===== src/rtl/csss_pkg.sv =====
package csss_pkg;

  localparam int FRAC_BITS = 16;
  localparam int WORD_BITS = 32;

  // Intermediates saturate to +-2^LIM_BITS.
  localparam int LIM_BITS = 60;
  localparam int VAL_W    = LIM_BITS + 2;
  localparam int MAG_W    = LIM_BITS + 1;
  localparam int HALF_W   = 32;
  localparam int PROD_W   = 2 * MAG_W + 1;
  localparam int DIV_W    = MAG_W;
  localparam int DIV_CNT_W = $clog2(DIV_W);
  localparam int MUL_STEPS = 4;
  localparam int DT_W     = FRAC_BITS + 1;

  localparam logic [63:0] TWO_LN2_Q32 = 64'd5954088944;
  localparam logic [63:0] C048_Q32    = 64'd2061584302;
  localparam logic [63:0] C0235_Q32   = 64'd1009317315;

  // 2*ln2 scaled by 2^(2*FRAC_BITS) as the dividend for y, rounded.
  localparam logic [127:0] NUM_Y_FULL =
      ((128'(TWO_LN2_Q32) << (2 * FRAC_BITS)) + (128'd1 << 31)) >> 32;
  localparam logic [DIV_W-1:0] NUM_Y = NUM_Y_FULL[DIV_W-1:0];
  localparam logic [DIV_W-1:0] E_NUM = DIV_W'(1) << (2 * FRAC_BITS);

  localparam logic signed [VAL_W-1:0] LIM_V   = VAL_W'(1) << LIM_BITS;
  localparam logic signed [VAL_W-1:0] ONE_V   = VAL_W'(1) << FRAC_BITS;
  localparam logic signed [VAL_W-1:0] C048_V  = VAL_W'(C048_Q32);
  localparam logic signed [VAL_W-1:0] C0235_V = VAL_W'(C0235_Q32);
  localparam logic [DT_W-1:0] DT_ONE = DT_W'(1) << FRAC_BITS;
  localparam logic signed [VAL_W-1:0] WORD_MAX =
      VAL_W'((64'd1 << (WORD_BITS - 1)) - 64'd1);
  localparam logic signed [VAL_W-1:0] WORD_MIN = -WORD_MAX - VAL_W'(1);

  typedef struct packed {
    logic signed [WORD_BITS-1:0] goal_position;
    logic [DT_W-1:0]             time_step;
  } in_t;

  typedef struct packed {
    logic signed [WORD_BITS-1:0] new_position;
    logic signed [WORD_BITS-1:0] new_velocity;
    logic                        clipped;
  } out_t;

  typedef struct packed {
    logic                    start;
    logic                    sh32;
    logic signed [VAL_W-1:0] a;
    logic signed [VAL_W-1:0] b;
  } mul_req_t;

  typedef struct packed {
    logic                    done;
    logic                    sat;
    logic signed [VAL_W-1:0] res;
  } mul_rsp_t;

  typedef struct packed {
    logic             start;
    logic [DIV_W-1:0] num;
    logic [DIV_W-1:0] den;
  } div_req_t;

  typedef struct packed {
    logic             done;
    logic [DIV_W-1:0] quo;
  } div_rsp_t;

  typedef struct packed {
    logic                    sat;
    logic signed [VAL_W-1:0] val;
  } sum_t;

  typedef struct packed {
    logic                        sat;
    logic signed [WORD_BITS-1:0] word;
  } word_t;

  typedef enum logic [4:0] {
    ST_IDLE, ST_Y, ST_U, ST_U2, ST_U3, ST_DEN, ST_D2, ST_D3, ST_E,
    ST_J0, ST_J1, ST_T, ST_NP, ST_JY, ST_TV, ST_V, ST_NV, ST_WB
  } state_e;

  function automatic logic [MAG_W-1:0] mag_of(input logic signed [VAL_W-1:0] a);
    logic signed [VAL_W-1:0] n;
    n = a[VAL_W-1] ? -a : a;
    return n[MAG_W-1:0];
  endfunction

  function automatic sum_t sadd(input logic signed [VAL_W-1:0] a,
                                input logic signed [VAL_W-1:0] b);
    logic signed [VAL_W:0] s;
    logic signed [VAL_W:0] lim_x;
    sum_t r;
    lim_x = {LIM_V[VAL_W-1], LIM_V};
    s = $signed({a[VAL_W-1], a}) + $signed({b[VAL_W-1], b});
    r.sat = 1'b0;
    if (s > lim_x) begin
      r.sat = 1'b1;
      r.val = LIM_V;
    end else if (s < -lim_x) begin
      r.sat = 1'b1;
      r.val = -LIM_V;
    end else begin
      r.val = s[VAL_W-1:0];
    end
    return r;
  endfunction

  function automatic word_t to_word(input logic signed [VAL_W-1:0] a);
    word_t r;
    logic signed [VAL_W-1:0] c;
    r.sat = 1'b0;
    c = a;
    if (a > WORD_MAX) begin
      r.sat = 1'b1;
      c = WORD_MAX;
    end else if (a < WORD_MIN) begin
      r.sat = 1'b1;
      c = WORD_MIN;
    end
    r.word = c[WORD_BITS-1:0];
    return r;
  endfunction

endpackage


===== src/rtl/csss_mul.sv =====
// Sign-magnitude multiplier: four 32x32 partial products, then round and clamp.
module csss_mul (
  input  logic               clk_i,
  input  logic               rst_ni,
  input  csss_pkg::mul_req_t req_i,
  output csss_pkg::mul_rsp_t rsp_o
);

  logic [csss_pkg::MAG_W-1:0]        a_q, b_q;
  logic                              neg_q, sh32_q;
  logic                              busy_q, done_q, sat_q;
  logic [2:0]                        cnt_q;
  logic [csss_pkg::PROD_W-1:0]       acc_q;
  logic signed [csss_pkg::VAL_W-1:0] res_q;

  logic [csss_pkg::HALF_W-1:0]       pa, pb;
  logic [2*csss_pkg::HALF_W-1:0]     pp;
  logic [csss_pkg::PROD_W-1:0]       pp_sh, rnd, shr;
  logic                              over;
  logic [csss_pkg::MAG_W-1:0]        mag;
  logic signed [csss_pkg::VAL_W-1:0] res_d;

  always_comb begin
    pa = cnt_q[0] ? csss_pkg::HALF_W'(a_q[csss_pkg::MAG_W-1:csss_pkg::HALF_W])
                  : a_q[csss_pkg::HALF_W-1:0];
    pb = cnt_q[1] ? csss_pkg::HALF_W'(b_q[csss_pkg::MAG_W-1:csss_pkg::HALF_W])
                  : b_q[csss_pkg::HALF_W-1:0];
    pp = pa * pb;
    case (cnt_q[1:0])
      2'd0:    pp_sh = csss_pkg::PROD_W'(pp);
      2'd1,
      2'd2:    pp_sh = csss_pkg::PROD_W'(pp) << csss_pkg::HALF_W;
      default: pp_sh = csss_pkg::PROD_W'(pp) << (2 * csss_pkg::HALF_W);
    endcase
    rnd = acc_q + (sh32_q ? (csss_pkg::PROD_W'(1) << 31)
                          : (csss_pkg::PROD_W'(1) << (csss_pkg::FRAC_BITS - 1)));
    shr = sh32_q ? (rnd >> 32) : (rnd >> csss_pkg::FRAC_BITS);
    over = shr > (csss_pkg::PROD_W'(1) << csss_pkg::LIM_BITS);
    mag = over ? (csss_pkg::MAG_W'(1) << csss_pkg::LIM_BITS) : shr[csss_pkg::MAG_W-1:0];
    res_d = neg_q ? -$signed({1'b0, mag}) : $signed({1'b0, mag});
  end

  always_ff @(posedge clk_i or negedge rst_ni) begin
    if (!rst_ni) begin
      busy_q <= 1'b0;
      done_q <= 1'b0;
      cnt_q  <= '0;
    end else begin
      done_q <= 1'b0;
      if (req_i.start) begin
        busy_q <= 1'b1;
        cnt_q  <= '0;
      end else if (busy_q) begin
        if (cnt_q == 3'(csss_pkg::MUL_STEPS)) begin
          busy_q <= 1'b0;
          done_q <= 1'b1;
        end else begin
          cnt_q <= cnt_q + 3'd1;
        end
      end
    end
  end

  always_ff @(posedge clk_i) begin
    if (req_i.start) begin
      a_q    <= csss_pkg::mag_of(req_i.a);
      b_q    <= csss_pkg::mag_of(req_i.b);
      neg_q  <= req_i.a[csss_pkg::VAL_W-1] ^ req_i.b[csss_pkg::VAL_W-1];
      sh32_q <= req_i.sh32;
      acc_q  <= '0;
    end else if (busy_q) begin
      if (cnt_q == 3'(csss_pkg::MUL_STEPS)) begin
        res_q <= res_d;
        sat_q <= over;
      end else begin
        acc_q <= acc_q + pp_sh;
      end
    end
  end

  assign rsp_o.done = done_q;
  assign rsp_o.sat  = sat_q;
  assign rsp_o.res  = res_q;

endmodule


===== config.mk =====
export PLATFORM = sky130hd
export DESIGN_NAME = csss_mul
export DESIGN_NICKNAME = d
export VERILOG_FILES = /design/src/rtl/csss_pkg.sv /design/src/rtl/csss_mul.sv
export SDC_FILE = /design/constraint.sdc
export NUM_CORES = 2
export LEC_CHECK = 0
export ABC_AREA = 0
export BUFFER_PORTS_ARGS = -buffer_cell sky130_fd_sc_hd__buf_4
export CAP_MARGIN = 20
export CORE_ASPECT_RATIO = 0.5
export CORE_MARGIN = 2
export CORE_UTILIZATION = 25
export CTS_CLUSTER_DIAMETER = 200
export DETAILED_ROUTE_END_ITERATION = 7
export PLACE_DENSITY = 0.41
export SYNTH_ARGS = -nofsm -noshare
export SYNTH_HDL_FRONTEND = slang
export SYNTH_SLANG_ARGS = --single-unit

===== constraint.sdc =====
create_clock -name clk_i -period 14.4 [get_ports clk_i]
set_clock_uncertainty 0.2 [all_clocks]
set_input_delay 1.44 -clock clk_i [delete_from_list [all_inputs] [get_ports clk_i]]
set_output_delay 1.44 -clock clk_i [all_outputs]
set_load 0.02 [all_outputs]

==> impl_metrics.ini <==
[logic_synthesis]
syn_nets = 8541
synth_area_um2 = 59900
synth_ff_type = edfxtp_1
ys_ff_latch = 315
ys_seq_area_share_pct = 13.7
synth_warnings = 0
syn_avg_cell_area_um2 = 8.40
ys_async_sr_fraction_pct = 1.59
ys_types = 93
synth_edf_count = 187
synthCells = 7124

[finish]
layout_commonest_cell = inv_1
synthToLayoutAreaGrowth_pct = 12.2
instances_no_fill = 10400
layout-drive-gt1-share_pct = 8.86
layout.nets = 8607
layout_common_cells = inv_1 (1011), fa_1 (897), nor2_1 (785), nand2_1 (784), a21oi_1 (443)

[cts]
post_cts_buffers = 0
clock_latency_ns = 0.69
cts_sinks = 315
cts_tree = done
cts_root_buf = clkbuf_16
htree_levels = 2
clk_pin_slew_ns = 0.06
cts_hold_buf = 0
cts_resized = 0
clock_path_buffers = 3
cts-buffers-inserted = 41

[drt]
wl_per_cell_um = 24.2
via_count = 51500
firstDrtPassIters = 6
vias_per_cell = 4.94
antenna_left = 0
drt_iter0_drc = 4557
drc = 0
totalWireLength_mm = 252

[placed_design]
portBuffers = 191
post-place-ws_ns = 0.655
place_congestion = 0.942
dp_hpwl_mm = 208
dpl.cell_count = 10300

[sta]
final_hold_viol_count = 0
rsz0062_at_grt = false
slew_headroom_pct = 25.1
tightest_slew_ns = 1.10
timing.fmax_ghz = 0.0734
setup_viol = 0
period_share_pct = 94.6
worst_slack_ns = 0.772
finalSetupTns_ns = 0
timing.final.crit_period_ns = 13.63
drv_slew = 0

[setup_path]
cp_common_cell = fa_1
crit_path_end_kind = register
worstSetupStartpointType = register
crit_start = cnt_q[1]
path_class = reg -> reg
critical_path_peak_fanout = 25
critPathSlowestCell = fa_1
critPathMaxStageDelay_ns = 0.62
r2r_start = cnt_q[1]
worstPathArrival_ns = 13.99
worstPathRequired_ns = 14.77

[global_routing]
grt-ovfl-total = 0
grt_pass1_vias = 52100
grt_pass1_wl_mm = 369
grt_use_total_pct = 20.5
grt_max_degree = 80
grt_antenna_before_repair = 4

[status]
status = completed

[floorplan]
rows = 126
pin_count = 192
start_util_pct = 25.3
core_area_um2 = 237000
fp.dieW_um = 696
die_h_um = 350
die_area_um2 = 244000

[hold_path]
hold_start = acc_q[11]
hp-class = reg -> reg

[job]
max_cap_viol_count = 0
## metal layers
| layer | part of all wire, % | global-route usage [%] |
|---|---|---|
| met5 | 0.0064 | 0 |
| met4 | 1.6 | 3.22 |
| met3 | 7.6 | 4.35 |
| met2 | 40 | 29.3 |
| met1 | 51 | 31.6 |
## metrics by stage
step           util (%)  cell area (µm²)  hold slack, ns
5_1_grt            28.3            67200           0.286
3_5_place_dp       27.7            65600           0.253
2_1_floorplan         -            59900           0.232
3_3_place_gp       27.7            65600           0.248
6_report           28.3            67200           0.265
4_1_cts            28.3            67000           0.271
## cells by family (layout without fill, tap and decap cells)
logic type	after synthesis	after routing	synth area share (%)
simple gates	2322	2322	17.6
buf+inv	1397	1495	8.81
fa+ha+maj	1289	1289	38.2
compound gates	1234	1234	12.9
xor+xnor	416	416	6.09
flops	315	315	13.7
mux	151	151	2.67
other cells	0	1	0
## worst paths after layout
path,depth (start not counted),to,slack [ns]
setup / recovery,44,acc_q[122],0.77
hold / removal,2,acc_q[11],0.27
setup reg to reg,44,acc_q[122],0.77
hold reg to reg,2,acc_q[11],0.27
max in group asynchronous,1,cnt_q[0],13.26
min in group asynchronous,1,done_q,0.43
## area by class of cell
class                   instances  area (µm²)
flip-flops and latches        315        8210
diodes                          1        2.50
inverters                    1014        3810
clock inverters                26         322
multi-input cells            5412       46600
fillers                     25700      170000
well taps                    3200        4000
clock buffers                  49        1080
repair buffers                406        3090
## Yosys cell counts (all sizes together) (8+ instances only)
| cell type | instances | share of area [%] |
|---|---|---|
| inv | 1013 | 6.4 |
| or3 | 42 | 0.44 |
| a211o | 8 | 0.12 |
| ha | 392 | 8.2 |
| a21o | 134 | 1.7 |
| xor2 | 111 | 1.6 |
| o21bai | 55 | 0.69 |
| nand4 | 112 | 1.2 |
| o2111ai | 13 | 0.20 |
| buf | 41 | 0.31 |
| mux2i | 84 | 1.4 |
| a221o | 8 | 0.13 |
| a22o | 18 | 0.26 |
| and4 | 27 | 0.40 |
| nand2b | 37 | 0.39 |
| o31ai | 67 | 0.87 |
| a21oi | 444 | 3.7 |
| a31oi | 32 | 0.33 |
| o21ai | 265 | 2.2 |
| nor2 | 788 | 4.9 |
| o21a | 17 | 0.21 |
| o22ai | 11 | 0.11 |
| o41ai | 28 | 0.43 |
| nand3 | 142 | 1.2 |
| clkbuf | 342 | 2.1 |
| nand2 | 785 | 4.9 |
| and2 | 69 | 0.72 |
| or2 | 19 | 0.20 |
| nor3 | 90 | 0.79 |
| a211oi | 18 | 0.23 |
| or4 | 42 | 0.53 |
| xnor2 | 305 | 4.5 |
| mux2 | 67 | 1.3 |
| edfxtp | 187 | 9.4 |
| o211ai | 28 | 0.35 |
| dfxtp | 123 | 4.1 |
| and3 | 41 | 0.43 |
| a21boi | 8 | 0.10 |
| nor4 | 78 | 0.87 |
| fa | 897 | 30 |
| nor2b | 30 | 0.31 |
## flip-flops by register name, summed over array words and instances (netlist names)
signal	flops
busy_q	1
a_q	61
cnt_q	3
b_q	61
res_q	62
sh32_q	1
acc_q	123
neg_q	1
sat_q	1
done_q	1
## critical path, delay by kind of cell, from the launching register on
| family | cells | cell delay, ns |
|---|---|---|
| AOI/OAI and AO/OA | 19 | 4.66 |
| xor gates and xnor gates | 1 | 0.43 |
| adders and majority gates | 10 | 4.87 |
| buffers and inverters | 7 | 1.17 |
| DFF | 1 | 0.60 |
| muxes | 3 | 0.81 |
| and+or+nand+nor | 4 | 0.72 |
Power is not shown: default switching activity piles up to over one toggle a cycle in this logic, so the estimate is an artifact.
