[src/rtl/csss_pkg.sv]
package csss_pkg;

  localparam int FRAC_BITS = 16;
  localparam int WORD_BITS = 32;

  // Intermediates saturate to +-2^LIM_BITS.
  localparam int LIM_BITS = 60;
  localparam int VAL_W    = LIM_BITS + 2;
  localparam int MAG_W    = LIM_BITS + 1;
  localparam int HALF_W   = 32;
  localparam int PROD_W   = 2 * MAG_W + 1;
  localparam int DIV_W    = MAG_W;
  localparam int DIV_CNT_W = $clog2(DIV_W);
  localparam int MUL_STEPS = 4;
  localparam int DT_W     = FRAC_BITS + 1;

  localparam logic [63:0] TWO_LN2_Q32 = 64'd5954088944;
  localparam logic [63:0] C048_Q32    = 64'd2061584302;
  localparam logic [63:0] C0235_Q32   = 64'd1009317315;

  // 2*ln2 scaled by 2^(2*FRAC_BITS) as the dividend for y, rounded.
  localparam logic [127:0] NUM_Y_FULL =
      ((128'(TWO_LN2_Q32) << (2 * FRAC_BITS)) + (128'd1 << 31)) >> 32;
  localparam logic [DIV_W-1:0] NUM_Y = NUM_Y_FULL[DIV_W-1:0];
  localparam logic [DIV_W-1:0] E_NUM = DIV_W'(1) << (2 * FRAC_BITS);

  localparam logic signed [VAL_W-1:0] LIM_V   = VAL_W'(1) << LIM_BITS;
  localparam logic signed [VAL_W-1:0] ONE_V   = VAL_W'(1) << FRAC_BITS;
  localparam logic signed [VAL_W-1:0] C048_V  = VAL_W'(C048_Q32);
  localparam logic signed [VAL_W-1:0] C0235_V = VAL_W'(C0235_Q32);
  localparam logic [DT_W-1:0] DT_ONE = DT_W'(1) << FRAC_BITS;
  localparam logic signed [VAL_W-1:0] WORD_MAX =
      VAL_W'((64'd1 << (WORD_BITS - 1)) - 64'd1);
  localparam logic signed [VAL_W-1:0] WORD_MIN = -WORD_MAX - VAL_W'(1);

  typedef struct packed {
    logic signed [WORD_BITS-1:0] goal_position;
    logic [DT_W-1:0]             time_step;
  } in_t;

  typedef struct packed {
    logic signed [WORD_BITS-1:0] new_position;
    logic signed [WORD_BITS-1:0] new_velocity;
    logic                        clipped;
  } out_t;

  typedef struct packed {
    logic                    start;
    logic                    sh32;
    logic signed [VAL_W-1:0] a;
    logic signed [VAL_W-1:0] b;
  } mul_req_t;

  typedef struct packed {
    logic                    done;
    logic                    sat;
    logic signed [VAL_W-1:0] res;
  } mul_rsp_t;

  typedef struct packed {
    logic             start;
    logic [DIV_W-1:0] num;
    logic [DIV_W-1:0] den;
  } div_req_t;

  typedef struct packed {
    logic             done;
    logic [DIV_W-1:0] quo;
  } div_rsp_t;

  typedef struct packed {
    logic                    sat;
    logic signed [VAL_W-1:0] val;
  } sum_t;

  typedef struct packed {
    logic                        sat;
    logic signed [WORD_BITS-1:0] word;
  } word_t;

  typedef enum logic [4:0] {
    ST_IDLE, ST_Y, ST_U, ST_U2, ST_U3, ST_DEN, ST_D2, ST_D3, ST_E,
    ST_J0, ST_J1, ST_T, ST_NP, ST_JY, ST_TV, ST_V, ST_NV, ST_WB
  } state_e;

  function automatic logic [MAG_W-1:0] mag_of(input logic signed [VAL_W-1:0] a);
    logic signed [VAL_W-1:0] n;
    n = a[VAL_W-1] ? -a : a;
    return n[MAG_W-1:0];
  endfunction

  function automatic sum_t sadd(input logic signed [VAL_W-1:0] a,
                                input logic signed [VAL_W-1:0] b);
    logic signed [VAL_W:0] s;
    logic signed [VAL_W:0] lim_x;
    sum_t r;
    lim_x = {LIM_V[VAL_W-1], LIM_V};
    s = $signed({a[VAL_W-1], a}) + $signed({b[VAL_W-1], b});
    r.sat = 1'b0;
    if (s > lim_x) begin
      r.sat = 1'b1;
      r.val = LIM_V;
    end else if (s < -lim_x) begin
      r.sat = 1'b1;
      r.val = -LIM_V;
    end else begin
      r.val = s[VAL_W-1:0];
    end
    return r;
  endfunction

  function automatic word_t to_word(input logic signed [VAL_W-1:0] a);
    word_t r;
    logic signed [VAL_W-1:0] c;
    r.sat = 1'b0;
    c = a;
    if (a > WORD_MAX) begin
      r.sat = 1'b1;
      c = WORD_MAX;
    end else if (a < WORD_MIN) begin
      r.sat = 1'b1;
      c = WORD_MIN;
    end
    r.word = c[WORD_BITS-1:0];
    return r;
  endfunction

endpackage

[src/rtl/csss_div.sv]
// Restoring divider, one quotient bit per cycle.
module csss_div (
  input  logic               clk_i,
  input  logic               rst_ni,
  input  csss_pkg::div_req_t req_i,
  output csss_pkg::div_rsp_t rsp_o
);

  logic [csss_pkg::DIV_W:0]       rem_q;
  logic [csss_pkg::DIV_W-1:0]     quo_q, den_q;
  logic [csss_pkg::DIV_CNT_W-1:0] cnt_q;
  logic                           busy_q, done_q;

  logic [csss_pkg::DIV_W:0]       shifted, diff;
  logic                           take;

  always_comb begin
    shifted = {rem_q[csss_pkg::DIV_W-1:0], quo_q[csss_pkg::DIV_W-1]};
    take    = shifted >= {1'b0, den_q};
    diff    = shifted - {1'b0, den_q};
  end

  always_ff @(posedge clk_i or negedge rst_ni) begin
    if (!rst_ni) begin
      busy_q <= 1'b0;
      done_q <= 1'b0;
      cnt_q  <= '0;
    end else begin
      done_q <= 1'b0;
      if (req_i.start) begin
        busy_q <= 1'b1;
        cnt_q  <= '0;
      end else if (busy_q) begin
        if (cnt_q == csss_pkg::DIV_CNT_W'(csss_pkg::DIV_W - 1)) begin
          busy_q <= 1'b0;
          done_q <= 1'b1;
        end else begin
          cnt_q <= cnt_q + csss_pkg::DIV_CNT_W'(1);
        end
      end
    end
  end

  always_ff @(posedge clk_i) begin
    if (req_i.start) begin
      rem_q <= '0;
      quo_q <= req_i.num;
      den_q <= req_i.den;
    end else if (busy_q) begin
      rem_q <= take ? diff : shifted;
      quo_q <= {quo_q[csss_pkg::DIV_W-2:0], take};
    end
  end

  assign rsp_o.done = done_q;
  assign rsp_o.quo  = quo_q;

endmodule

[config.mk]
export PLATFORM = sky130hd
export DESIGN_NAME = csss_div
export DESIGN_NICKNAME = d
export VERILOG_FILES = /design/src/rtl/csss_pkg.sv /design/src/rtl/csss_div.sv
export SDC_FILE = /design/constraint.sdc
export NUM_CORES = 1
export LEC_CHECK = 0
export BUFFER_PORTS_ARGS = -buffer_cell sky130_fd_sc_hd__buf_2
export CAP_MARGIN = 10
export CORE_ASPECT_RATIO = 0.7
export CORE_MARGIN = 5
export CORE_UTILIZATION = 45
export CTS_BUF_LIST = sky130_fd_sc_hd__clkbuf_8
export CTS_CLUSTER_DIAMETER = 30
export DETAILED_ROUTE_END_ITERATION = 10
export MAX_ROUTING_LAYER = met4
export PLACE_DENSITY_LB_ADDON = 0.3
export RECOVER_POWER = 25
export SKIP_LAST_GASP = 1
export SYNTH_ARGS = -nofsm -noshare
export SYNTH_HDL_FRONTEND = slang
export SYNTH_SLANG_ARGS = --single-unit
[constraint.sdc]
create_clock -name clk_i -period 8.5 [get_ports clk_i]
set_clock_uncertainty 0.05 [all_clocks]
set_input_delay 0.85 -clock clk_i [delete_from_list [all_inputs] [get_ports clk_i]]
set_output_delay 0.85 -clock clk_i [all_outputs]
set_load 0.01 [all_outputs]
==> results.toml, run 1 <==
[status]
status = "finished, violations left"
violations = "max-capacitance violations, max-slew violations"

[timing]
period_needed_ns = 4.698
max_slew.worst_pin.slew_ns = 3.070
grt_setup_unrepaired = "false"
timing.final.setup_violations = 0
final_min_period_over_clock_period_pct = 55.27
hold_violations = 0
fmaxAchievable_mhz = 212.9
sum_of_negative_setup_slack_ns = 0
slew_viol_final = 60
tightest_slew_margin_relative_to_the_limit_pct = -104.7

[yosys]
cell_count_after_synthesis = 1185
netlist-cell-type-count = 74
synth.cell_area_sq_mm = 0.01142
yosysTopAreaCellShare_pct = 32.07
yosysSeqAreaShare_pct = 44.51
postSynthNetCount = 1374
synth_top_flop_cell = "edfxtp_1"
ys_async_sr_fraction_pct = 4.188
synth.largest_area_cell = "edfxtp_1"
main_area_contributors_after_synthesis = "edfxtp_1 32%, dfxtp_1 11%, ha_1 6.9%, mux2_2 6.3%, nand2_1 5.0%"
yosys_register_bits = 191
syn_area_per_cell_sq_um = 9.641
synth_edf_count = 122
yosysWarnings = 0

[clock_tree]
inserted_clock_buffers = 17
cts_max_path_buffers = 2
cts_max_level = 4
path_clk_slew_ns = 0.11
hold_buffers = 0
clkSinkCount = 191
clk-insertion-delay-late_ns = 0.49
clock_tree_from_tritoncts = "yes"
cts.repair_timing.setup_buffer_count = 0
clock_tree.root_cell = "clkbuf_8"
post_cts.resized_instances = 0

[floorplan]
std_cell_rows = 48
design.die.area_sq_mm = 0.02873
ioPinCount = 187
die_x_um = 200.4
design.core.area_sq_mm = 0.02480
start_util_pct = 46.06
die_h_um = 143.3

[critical_path]
cp-end-kind = "flop"
worstRegToRegCells = 15
critPathMaxFanout = 61
critical_path.n_buffers_inverters = 3
crit_path_top_delay_cell = "clkbuf_1"
timing.critical_path.cells = "clkbuf_1 > inv_1 > nand2_2 > buf_4"
cp_data_required_time_ns = 8.58
cpPeakStageDelay_ns = 2.12
timing.setup.critical_path_class = "input port to flop"
timing.critical_path.max_delay_family = "buffers and inverters"
cp-start-kind = "input port"
critical_path_depth = 4
arrival_ns = 4.77

[global_route]
antenna_violations_before_repair = 0
gr-usage-all-layers_pct = 20.90
grt_start_max_net_pins = 84
overflow = 0
via_count_of_the_first_global_routing_pass = 8802
grt_first_pass_wirelength_um = 47500

[detailed_routing]
drtAntennaViolNets = 0
detailedRoute.firstPassIterationCount = 5
remaining_drc_errors = 0
detailroute.via_count = 9441
post_route_wl_um = 29300
wl_per_cell_um = 17.54
drt_first_iter_violations = 873
detail_route.vias_per_cell = 5.653

[power]
power_leakage_nw = 5.598
total_power_mw = 1.960
power.switching_fraction_pct = 27.02
part_of_the_power_in_combinational_logic_pct = 13.8
power.clock.fraction_pct = 31.4
vdd_ir_drop_max_v = 0.00009498
internal_power_component_mw = 1.430
switchingPower_uw = 529.4
power.share.sequential_pct = 54.8
power.density_mw_per_mm2 = 151.4

[final_layout]
layout.filler_cells = 2338
final_net_count = 1521
syn_to_final_growth_pct = 13.33
diodes = 0
final_layout_size_suffix_gt1_share_pct = 22.53

[placed_design]
gp_congestion = 0.9423
port_buffers = 186
dpl.hpwl_um = 21520

[hold_path]
min-delay-path-class = "input port to async pin"

[run]
max_cap_violations = 1
[power groups by stage]
stage	clock network [mW]	logic (mW)	registers (mW)
2_1_floorplan	0	0.150	1.11
3_3_place_gp	0	0.267	1.09
3_5_place_dp	0	0.270	1.09
4_1_cts	0.633	0.272	1.07
5_1_grt	0.671	0.298	1.08
6_report	0.615	0.271	1.07
[sequential cells by signal (all words and copies together), names as in the netlist]
signal,count
done_q,1
quo_q,61
cnt_q,6
busy_q,1
rem_q,61
den_q,61
[cells in the final DEF, fill, tap and decap left out, types with 50 or more instances in the layout]
| cell | instances |
|---|---|
| mux2_2 | 64 |
| buf_2 | 182 |
| dfxtp_1 | 61 |
| edfxtp_1 | 122 |
| inv_1 | 84 |
| ha_1 | 63 |
| nand2_1 | 151 |
| a21oi_1 | 82 |
| a311oi_1 | 50 |
| nor2_1 | 92 |
[worst paths after layout]
path                            start        end  slack (ns)
max                        req_i[122]   quo_q[8]        3.80
min                            rst_ni   cnt_q[2]        0.21
max reg2reg                 quo_q[60]  rem_q[14]        4.36
min reg2reg                 rem_q[25]  rem_q[26]        0.45
max in group asynchronous      rst_ni     busy_q        7.83
min in group clk_i          rem_q[25]  rem_q[26]        0.45
[cells by family after synthesis]
family / after synthesis / synth area share, %
simple gates: 352 / 13.91
compound gates: 312 / 19.05
mux: 66 / 6.483
fa+ha+maj: 64 / 7.075
flops: 191 / 44.51
buf+inv: 149 / 5.071
xor+xnor: 51 / 3.910
[cell type report]
cell class              count  area (sq um)  area share (%)
inverters                  84         315.3           2.435
multi-input cells         845          5763           44.51
clock inverters            12         122.6          0.9470
repair buffers            193         978.4           7.557
well taps                 325         406.6           3.141
clock buffers              20         275.3           2.126
flip-flops and latches    191          5086           39.28
[metal layers]
| metal | GRT usage [%] | routed length (um) | vias to the layer above |
|---|---|---|---|
| li1 | - | - | 4624 |
| met1 | 30.54 | 14230 | 4482 |
| met2 | 30.68 | 12890 | 311 |
| met3 | 3.677 | 1853 | 24 |
| met4 | 4.415 | 320 | 0 |
| met5 | - | 0 | - |
[per-stage QoR]
| stage | area (sq um) | util (%) | std cells | worst slack, ns | hold WS (ns) |
|---|---|---|---|---|---|
| 2_1_floorplan | 11420 | - | 1185 | 4.960 | 0.4087 |
| 3_3_place_gp | 12560 | 50.64 | 1638 | 4.576 | 0.4298 |
| 3_5_place_dp | 12560 | 50.64 | 1638 | 4.419 | 0.4367 |
| 4_1_cts | 12960 | 52.24 | 1670 | 4.389 | 0.1105 |
| 5_1_grt | 12950 | 52.20 | 1670 | 3.356 | 0.2113 |
| 6_report | 12950 | 52.20 | 1670 | 3.802 | 0.2127 |
[worst reg2reg max path, delay by kind of cell, from the launching register on]
family / cells / cell delay (ns)
buffers and inverters: 3 / 0.64
flip-flops: 1 / 0.42
adder cells (fa/ha/maj): 2 / 0.58
AO/OA/AOI/OAI: 7 / 1.72
AND/OR/NAND/NOR: 3 / 0.61
[Yosys cell counts, types with 12 or more instances]
master    count
inv_1        84
ha_1         63
nor3_1       12
xor2_1       14
o21ai_0      38
a21o_1       37
mux2_2       64
edfxtp_1    122
nor2_1       92
nand4_1      17
a311oi_1     50
a21oi_1      82
xnor2_1      37
dfxtp_1      61
clkbuf_1     51
nand2_1     152
nand3_1      19
o211ai_1     12
o21bai_1     13
Power figures use the tool's default switching activity.
==> inputs of run 2 (changes only) <==
clock period = 4.7 ns   (was 8.5 ns; I/O delays follow)
==> results.toml, run 2 (same netlist as run 1, synthesis figures left out) <==
[status]
status = "completed"

[placed_design]
dpl.hpwl_um = 21790
gp_congestion = 0.9399
port_buffers = 186

[timing]
hold_slack_ns = 0.08760
timing.final.setup_violations = 0
fmaxAchievable_mhz = 247.2
sum_of_negative_setup_slack_ns = 0
tightest_slew_margin_relative_to_the_limit_pct = 22.66
max_slew.worst_pin.slew_ns = 1.160
hold_violations = 0
final_min_period_over_clock_period_pct = 86.07
grt_setup_unrepaired = "false"
slew_viol_final = 0
period_needed_ns = 4.045

[detailed_routing]
drt_first_iter_violations = 790
detail_route.vias_per_cell = 5.637
detailedRoute.firstPassIterationCount = 7
wl_per_cell_um = 17.82
remaining_drc_errors = 0
post_route_wl_um = 29780
detailroute.via_count = 9420
drtAntennaViolNets = 0

[clock_tree]
clkSinkCount = 191
inserted_clock_buffers = 17
post_cts.resized_instances = 0
cts_max_level = 4
path_clk_slew_ns = 0.11
clk-insertion-delay-late_ns = 0.50
clock_tree.root_cell = "clkbuf_8"
clock_tree_from_tritoncts = "yes"
cts_max_path_buffers = 2

[floorplan]
std_cell_rows = 48
start_util_pct = 46.06
die_h_um = 143.3
design.die.area_sq_mm = 0.02873
ioPinCount = 187
design.core.area_sq_mm = 0.02480
die_x_um = 200.4

[critical_path]
cpPeakStageDelay_ns = 0.46
cp-start-kind = "flop"
ff_to_ff_end = "rem_q[52]"
r2r_slack_ns = 0.65
worstRegToRegCells = 14
cp-end-kind = "flop"
cp_data_required_time_ns = 5.05
arrival_ns = 4.39
timing.critical_path.cells = "inv_1 > ha_1 > inv_1 > fa_1 > a21o_1 > a311oi_1 > nor3_2 > or2_1 > a31oi_1 > o21ai_1 > a221oi_2 > o21ai_0 > or3b_1 > a311oi_1"
critPathMaxFanout = 4
timing.setup.critical_path_class = "flop to flop"
crit_path_top_delay_cell = "a221oi_2"
rr_startpoint = "quo_q[60]"

[global_route]
overflow = 0
antenna_violations_before_repair = 0
grt_first_pass_wirelength_um = 47890
gr-usage-all-layers_pct = 21.16
use_met2_pct = 30.85
met1_usage_pct = 31.05
grt.busiest_layer = "met1"
via_count_of_the_first_global_routing_pass = 9005
grt_util_met3_pct = 4.692
grt_start_max_net_pins = 110

[final_layout]
most_common_library_cell_in_the_layout_ignoring_fill_and_taps = "buf_2"
final_net_count = 1522
layout.filler_cells = 2329
layout.cells.most_common_list = "182 x buf_2, 151 x nand2_1, 122 x edfxtp_1"
final_layout_size_suffix_gt1_share_pct = 22.44
syn_to_final_growth_pct = 13.24
diodes = 0
largest_registers = "den_q (61), quo_q (61), rem_q (61)"

[power]
power_leakage_nw = 5.611
vdd_ir_drop_max_v = 0.0001659
power.density_mw_per_mm2 = 270.2

[hold_path]
worstHoldStart = "req_i[48]"
min-delay-path-class = "input port to flop"
min_to = "den_q[48]"
worst_hold_path.num_cells = 1

[run]
max_cap_violations = 0
-- run 2: worst max-delay path by stage --
stage | slack [ns] | cells past startpoint | startpoint | end
after floorplan | 1.16 | 14 | quo_q[60] | rem_q[52]
after global placement | 0.81 | 14 | quo_q[60] | rem_q[52]
after detailed placement | 0.67 | 14 | quo_q[60] | rem_q[52]
after CTS | 0.65 | 12 | den_q[9] | rem_q[51]
after global routing | 0.31 | 12 | den_q[8] | rem_q[51]
final | 0.65 | 14 | quo_q[60] | rem_q[52]
-- run 2: cell type report --
class                           instances  area [sq um]  area share [%]
Sequential cell                       191          5086           39.31
Tap cell                              325         406.6           3.143
Timing Repair Buffer                  194         996.0           7.698
Clock inverter                         11         81.33          0.6286
Clock buffer                           21         289.0           2.234
Inverter                               84         315.3           2.437
Multi-Input combinational cell        845          5763           44.55
-- run 2: through the flow --
stage                     util (%)  instances  power, mW  area [sq um]  setup slack (ns)
after floorplan                  -       1185      2.273         11420             1.160
after global placement       50.64       1638      2.462         12560            0.8071
after detailed placement     50.64       1638      2.467         12560            0.6679
after CTS                    52.17       1671      3.522         12940            0.6545
after global routing         52.16       1671      3.660         12940            0.3051
final                        52.16       1671      3.496         12940            0.6548
-- run 2: what timing repair did --
action	CTS	global route
hold buffers	1	0
buffers inserted	0	0
hold endpoints to repair	8	0
-- run 2: routing by layer --
layer | routed length (um) | share of wire (%)
met5 | 0 | 0
met4 | 152 | 0.51
met1 | 14760 | 50
met2 | 12980 | 44
met3 | 1889 | 6.3
-- run 2: power breakdown --
group | internal, mW | total, mW | switching, mW | leakage, nW
logic | 0.214 | 0.489 | 0.274 | 3.57
registers | 1.90 | 1.94 | 0.0440 | 1.84
clock network | 0.428 | 1.06 | 0.637 | 0.197
-- run 2: worst max-delay path: cells and delay by family, from the launching register on --
kind | cells | cell delay [ns]
buffers and inverters | 2 | 0.14
adder cells (fa/ha/maj) | 2 | 0.56
flip-flops | 1 | 0.42
AO/OA/AOI/OAI | 7 | 2.04
AND/OR/NAND/NOR | 3 | 0.72
